==> src/rtl/fid_pkg.sv <==
`timescale 1ns / 1ps

package fid_pkg;

  // Default number of slots in the set.
  localparam int SLOT_COUNT_DEF = 16;

  // Widths of the item fields.
  localparam int ACT_W = 2;
  localparam int ID_W  = 16;
  localparam int OCC_W = 5;

  // Largest count that the occupancy field can show.
  localparam logic [OCC_W-1:0] OCC_MAX = 5'd31;

  // Operation codes carried in the action field.
  typedef enum logic [ACT_W-1:0] {
    ACT_ADD   = 2'd0,
    ACT_CLEAR = 2'd1,
    ACT_QUERY = 2'd2,
    ACT_NOP   = 2'd3
  } act_t;

  // Operation item as it travels from cell to cell.
  typedef struct packed {
    logic            valid;
    act_t            action;
    logic [ID_W-1:0] event_id;
    logic            found;    // some earlier cell held the id
    logic            claimed;  // some earlier cell took the id provisionally
  } pkt_t;

  // Broadcast from the end of the chain once an operation has finished.
  typedef struct packed {
    logic commit;  // operation complete: provisional marks are settled
    logic abort;   // the provisional add must be undone
  } ctl_t;

endpackage

==> src/rtl/fid_cell.sv <==
`timescale 1ns / 1ps

module fid_cell #(
  parameter int CNT_W = 5
) (
  input  logic                 clk,
  input  logic                 rst_n,
  input  fid_pkg::pkt_t        pkt_i,
  input  logic [CNT_W-1:0]     cnt_i,
  input  fid_pkg::ctl_t        ctl_i,
  output fid_pkg::pkt_t        pkt_o,
  output logic [CNT_W-1:0]     cnt_o
);
  import fid_pkg::*;

  logic [ID_W-1:0]  slot_r, slot_nxt;
  logic             tent_r, tent_nxt;
  pkt_t             pkt_r, pkt_nxt;
  logic [CNT_W-1:0] cnt_r, cnt_nxt;
  logic             match;

  assign match = (slot_r == pkt_i.event_id);

  // Apply the passing operation to this slot and update the item for the next cell.
  always_comb begin
    slot_nxt = slot_r;
    tent_nxt = tent_r;
    pkt_nxt  = pkt_i;
    cnt_nxt  = cnt_i;

    // Settle a provisional add once the whole chain has been seen.
    if (ctl_i.abort && tent_r) begin
      slot_nxt = '0;
    end
    if (ctl_i.commit) begin
      tent_nxt = 1'b0;
    end

    if (pkt_i.valid) begin
      case (pkt_i.action)
        ACT_ADD: begin
          if (pkt_i.event_id != '0) begin
            if (match) begin
              pkt_nxt.found = 1'b1;
            end else if (slot_r == '0 && !pkt_i.found && !pkt_i.claimed) begin
              // Lowest empty slot so far: take it, to be undone if a later cell matches.
              slot_nxt        = pkt_i.event_id;
              tent_nxt        = 1'b1;
              pkt_nxt.claimed = 1'b1;
            end
          end
        end
        ACT_CLEAR: begin
          if (match && !pkt_i.found) begin
            slot_nxt      = '0;
            pkt_nxt.found = 1'b1;
          end
        end
        ACT_QUERY: begin
          if (match) begin
            pkt_nxt.found = 1'b1;
          end
        end
        default: begin
        end
      endcase
      cnt_nxt = cnt_i + CNT_W'(slot_nxt != '0);
    end
  end

  // Slot state and the item handed on; only the valid flag of the item is reset.
  always_ff @(posedge clk) begin
    if (!rst_n) begin
      slot_r      <= '0;
      tent_r      <= 1'b0;
      pkt_r.valid <= 1'b0;
    end else begin
      slot_r <= slot_nxt;
      tent_r <= tent_nxt;
      pkt_r  <= pkt_nxt;
      cnt_r  <= cnt_nxt;
    end
  end

  assign pkt_o = pkt_r;
  assign cnt_o = cnt_r;

endmodule

==> src/rtl/fault_id_record_set_top.sv <==
`timescale 1ns / 1ps

// Set of fault-event ids held in a row of SLOT_COUNT slot cells.
// Input channel in_*: one item per operation, tdata carries action (add,
// clear, query, no-op) and a 16-bit event id. Result channel out_*: exactly one
// item per operation with found, dropped and the occupied-slot count.
// An operation enters the first cell and moves one cell per cycle; each
// cell compares, claims or clears its own slot as the item passes. An add
// takes the lowest empty slot provisionally and the claim is withdrawn when
// the item leaves the last cell having met the id further along.
// The item passes through the cell registers, then the result stage and the
// output register. One operation is in flight at a time, so the block takes
// no new item until the previous one has walked the cell row and its result
// has moved on from the result stage. in_tready is high whenever no operation is
// in flight. Reset empties every slot and discards anything in flight. If
// the receiver stalls, the finished result waits in the output register and
// one more result waits behind it; the next operation is then held off
// until the output side drains.
module fault_id_record_set_top #(
  parameter int SLOT_COUNT = fid_pkg::SLOT_COUNT_DEF
) (
  input  logic        clk,
  input  logic        rst_n,
  input  logic        in_tvalid,
  output logic        in_tready,
  input  logic [23:0] in_tdata,   // [1:0] action, [17:2] event_id, [23:18] zero
  output logic        out_tvalid,
  input  logic        out_tready,
  output logic [7:0]  out_tdata   // [0] found, [1] dropped, [6:2] occupied, [7] zero
);
  import fid_pkg::*;

  localparam int CNT_W = $clog2(SLOT_COUNT + 1);
  localparam int EXT_W = (CNT_W > OCC_W) ? CNT_W : OCC_W;

  pkt_t             pkt_w [0:SLOT_COUNT];
  logic [CNT_W-1:0] cnt_w [0:SLOT_COUNT];
  ctl_t             ctl;

  logic             busy_r;
  logic             accept;
  pkt_t             end_pkt;
  logic [CNT_W-1:0] cnt_adj;
  logic [EXT_W-1:0] cnt_ext;
  logic [OCC_W-1:0] occ;
  logic             drop;

  logic             res_valid_r;
  logic             res_found_r;
  logic             res_dropped_r;
  logic [OCC_W-1:0] res_occ_r;
  logic             res_move;

  logic             out_valid_r;
  logic [7:0]       out_data_r;

  assign in_tready = !busy_r;
  assign accept    = in_tvalid && in_tready;

  // Inject the accepted operation into the first cell.
  assign pkt_w[0] = {accept, act_t'(in_tdata[ACT_W-1:0]),
                     in_tdata[ACT_W+ID_W-1:ACT_W], 1'b0, 1'b0};
  assign cnt_w[0] = '0;

  // Row of slot cells.
  for (genvar i = 0; i < SLOT_COUNT; i++) begin : g_cell
    fid_cell #(
      .CNT_W (CNT_W)
    ) u_cell (
      .clk   (clk),
      .rst_n (rst_n),
      .pkt_i (pkt_w[i]),
      .cnt_i (cnt_w[i]),
      .ctl_i (ctl),
      .pkt_o (pkt_w[i+1]),
      .cnt_o (cnt_w[i+1])
    );
  end

  // Finish the operation as it leaves the last cell.
  always_comb begin
    end_pkt    = pkt_w[SLOT_COUNT];
    ctl.commit = end_pkt.valid;
    ctl.abort  = end_pkt.valid && end_pkt.action == ACT_ADD &&
                 end_pkt.found && end_pkt.claimed;
    drop       = end_pkt.action == ACT_ADD && end_pkt.event_id != '0 &&
                 !end_pkt.found && !end_pkt.claimed;
    cnt_adj    = cnt_w[SLOT_COUNT] - CNT_W'(ctl.abort);
    cnt_ext    = EXT_W'(cnt_adj);
    occ        = (cnt_ext > EXT_W'(OCC_MAX)) ? OCC_MAX : cnt_ext[OCC_W-1:0];
  end

  assign res_move = res_valid_r && (!out_valid_r || out_tready);

  // Control: busy flag, result stage and output register occupancy.
  always_ff @(posedge clk) begin
    if (!rst_n) begin
      busy_r      <= 1'b0;
      res_valid_r <= 1'b0;
      out_valid_r <= 1'b0;
    end else begin
      if (accept) begin
        busy_r <= 1'b1;
      end else if (res_move) begin
        busy_r <= 1'b0;
      end
      if (end_pkt.valid) begin
        res_valid_r <= 1'b1;
      end else if (res_move) begin
        res_valid_r <= 1'b0;
      end
      if (res_move) begin
        out_valid_r <= 1'b1;
      end else if (out_tready) begin
        out_valid_r <= 1'b0;
      end
    end
  end

  // Result payload.
  always_ff @(posedge clk) begin
    if (end_pkt.valid) begin
      res_found_r   <= end_pkt.found;
      res_dropped_r <= drop;
      res_occ_r     <= occ;
    end
    if (res_move) begin
      out_data_r <= {1'b0, res_occ_r, res_dropped_r, res_found_r};
    end
  end

  assign out_tvalid = out_valid_r;
  assign out_tdata  = out_data_r;

endmodule

==> config.mk <==
export PLATFORM = sky130hd
export DESIGN_NAME = fault_id_record_set_top
export DESIGN_NICKNAME = d
export VERILOG_FILES = /design/src/rtl/fid_pkg.sv /design/src/rtl/fid_cell.sv /design/src/rtl/fault_id_record_set_top.sv
export SDC_FILE = /design/constraint.sdc
export NUM_CORES = 1
export LEC_CHECK = 0
export ABC_CLOCK_PERIOD_IN_PS = 4770
export BUFFER_PORTS_ARGS = -buffer_cell sky130_fd_sc_hd__buf_2
export CORE_ASPECT_RATIO = 1.5
export CORE_UTILIZATION = 50
export DETAILED_ROUTE_END_ITERATION = 6
export GPL_TIMING_DRIVEN = 0
export PLACE_DENSITY = 0.7
export SETUP_SLACK_MARGIN = 0.02
export SLEW_MARGIN = 10
export SYNTH_ARGS = -nofsm -noshare
export SYNTH_HDL_FRONTEND = slang
export SYNTH_HIERARCHICAL = 1
export SYNTH_SLANG_ARGS = --single-unit
==> constraint.sdc <==
create_clock -name clk -period 4.77 [get_ports clk]
set_clock_uncertainty 0.2 [all_clocks]
set_input_delay 0.477 -clock clk [delete_from_list [all_inputs] [get_ports clk]]
set_output_delay 0.477 -clock clk [all_outputs]
set_load 0.005 [all_outputs]
==> qor.csv <==
metric;value;unit
r2r_cells;11;
routedWlPerCell;19.7;microns
tritoncts;built;
die_w;198;microns
row_count;107;
cpMaxStageDelayCell;dfxtp_2;
p_int;10.1;mW
io_buffers;30;
syn_area_per_cell;13.8;sq um
hpwl;42000;microns
synth_cell_types;38;
final_cell_count_no_fill;3060;
p_leak;11.2;nW
crit_path_end_kind;flop;
grt_max_degree;124;
ant_nets;0;
start_kind;flop;
layout_commonest_cell;edfxtp_1;
synth_top_area_cell;edfxtp_1;
wirelength;60400;microns
hold-path-cell-count;1;
drive_above_1_share;0.181;
power_frac_clock;0.426;
ios;38;
power_density;394;nW/um^2
cpPeakStageDelay;0.83;ns
synth_seq_area_share;0.631;
final_max_slew_viol_count;0;
required;4.92;ns
n_antenna_cell;0;
cts_buffer_depth;3;
syn_inst;2099;
tightest_slew;1.07;ns
netlist_top_cells_area;edfxtp_1, dfxtp_1, xnor2_1;
clkSlewWorstSetupHoldPaths;0.07;ns
numCtsBuffers;67;
pwr-share-seq;0.539;
synth-edff-count;414;
critPathKind;flop to flop;
fin_ws;1.08;ns
clkSinkCount;705;
cap_violations;0;
start_util;0.507;
power_switching;2.77;mW
place_inst;2917;
insertion_delay;0.60;ns
final_cell_mix;edfxtp_1, xnor2_1, dfxtp_1, a22o_2, nor4_1;
cts-htree-levels;3;
final_util;0.574;
synth_top_area_share;0.430;
grt_pass1_wl;96700;microns
cp.arrival;3.84;ns
finalSetupViolations;0;
synthArstFlopShare;0;
rsz0062_at_grt;no;
cts_resized;0;
nets;2304;
drc_errors;0;
ys_warn_count;6;
first_pass_iters;5;
max-slew-margin-rel;0.283;
syn_area;28900;sq um
vias;17800;
groute.usage.overall;0.208;
min_period_over_period;0.774;
hold_path_class;input pin to flop;
antenna_found_initial;0;
grt_overflow;0;
cp_max_fo;25;
synthFlopType;edfxtp_1;
clockRootBuffer;clkbuf_16;
dieArea;58900;sq um
place_congestion;0.908;
synth_seq_cells;705;
status;finished clean;
hold_viol;0;
fmax;271;MHz
combPwrFrac;0.035;
hold_slack;0.0410;ns
p_sw_frac;0.215;
die_h;297;microns
grt_pass1_vias;18500;
first_iter_violations;1049;
fp.coreArea;57000;sq um
peakVddDrop;0.234;mV
dp_slack;0.979;ns
synthToLayoutAreaGrowth;13.1;%
vias_per_cell;5.83;
path_cells;nand3_1 -> nor3_2 -> buf_4 -> buf_6 -> nand2_1 -> nand2_1 -> o21ai_0 -> and3_1 -> ha_1 -> ha_1 -> mux2_2;
period_minus_slack;3.69;ns
[critical path, delay by kind of cell, from the launching register on]
| kind | cells | cell delay, ns |
|---|---|---|
| compound gates | 1 | 0.09 |
| fa+ha+maj | 2 | 0.49 |
| buf+inv | 2 | 0.48 |
| flops | 1 | 0.83 |
| mux | 1 | 0.26 |
| simple gates | 5 | 1.08 |
[layout make-up]
| cell class | instances | area [sq um] |
|---|---|---|
| repair buffers | 55 | 479 |
| clock buffers | 94 | 1920 |
| clock inverters | 30 | 358 |
| fillers | 4588 | 24300 |
| flip-flops and latches | 705 | 18300 |
| plain buffers | 49 | 328 |
| multi-input cells | 1343 | 10400 |
| well taps | 763 | 955 |
| inverters | 21 | 78.8 |
[state kept, by name (all words and copies together) (netlist names)]
signal / flops
g_cell.u_cell/pkt_o: 336
res_dropped_r: 1
g_cell.u_cell/tent_r: 16
g_cell.u_cell/slot_r: 256
out_tdata: 7
res_occ_r: 5
res_valid_r: 1
g_cell.u_cell/cnt_o: 80
res_found_r: 1
out_tvalid: 1
busy_r: 1
[synth_stat cells (17+ instances only)]
cell type and number:
nand3_1 17, edfxtp_1 414, o2bb2ai_1 32, and2_1 34, a22o_1 64, a22o_2 160, xnor2_1 306, inv_1 21
dfxtp_1 291, nand2_1 130, ha_1 34, nor4_1 145, mux2_2 32, nor2_1 66, nand4_1 113
[metrics by stage]
stage	power (mW)	area, sq um	setup TNS [ns]
2_1_floorplan	7.25	29000	0
3_3_place_gp	7.54	30100	-2643.18
3_5_place_dp	7.51	30300	0
4_1_cts	13.0	32700	0
5_1_grt	13.3	32700	0
6_report	12.9	32700	0
[layer usage]
| metal | wire, microns | global-route usage |
|---|---|---|
| met1 | 23300 | 0.228 |
| met2 | 32900 | 0.391 |
| met3 | 1910 | 0.0281 |
| met4 | 2370 | 0.103 |
| met5 | 0 | 0 |
[final timing paths]
check | slack [ns] | startpoint | to
min | 0.04 | rst_n | g_cell[0].u_cell/pkt_o[16]$_DFFE_PP_
min reg2reg | 0.22 | res_found_r$_DFFE_PP_ | out_tdata[0]$_DFFE_PP_
max reg2reg | 1.08 | g_cell[15].u_cell/pkt_o[20]$_SDFF_PN0_ | g_cell[11].u_cell/cnt_o[1]$_DFFE_PP_
max | 1.08 | g_cell[15].u_cell/pkt_o[20]$_SDFF_PN0_ | g_cell[11].u_cell/cnt_o[1]$_DFFE_PP_
[what timing repair did]
action,CTS,global route
setup endpoints to repair,0,0
endpoints found under the hold margin,35,0
hold buffers,19,0
setup buffers,0,0
[power groups by stage]
| stage | Combinational [mW] | Clock [mW] | Sequential, mW |
|---|---|---|---|
| 2_1_floorplan | 0.270 | 0 | 6.98 |
| 3_3_place_gp | 0.425 | 0 | 7.11 |
| 3_5_place_dp | 0.440 | 0 | 7.07 |
| 4_1_cts | 0.455 | 5.62 | 6.94 |
| 5_1_grt | 0.500 | 5.83 | 6.97 |
| 6_report | 0.452 | 5.49 | 6.94 |
[cell families (layout without fill, tap and decap cells)]
family          count (synthesis)  in the layout  share of synthesized area
flops                         705            705                      0.631
simple gates                  626            626                      0.133
compound gates                324            324                      0.102
xor+xnor                      307            307                     0.0929
buf+inv                        70            249                     0.0141
fa+ha+maj                      34             34                     0.0147
mux                            32             32                     0.0125
other cells                     1             20                   0.000130
(Power assumes the default switching activity.)
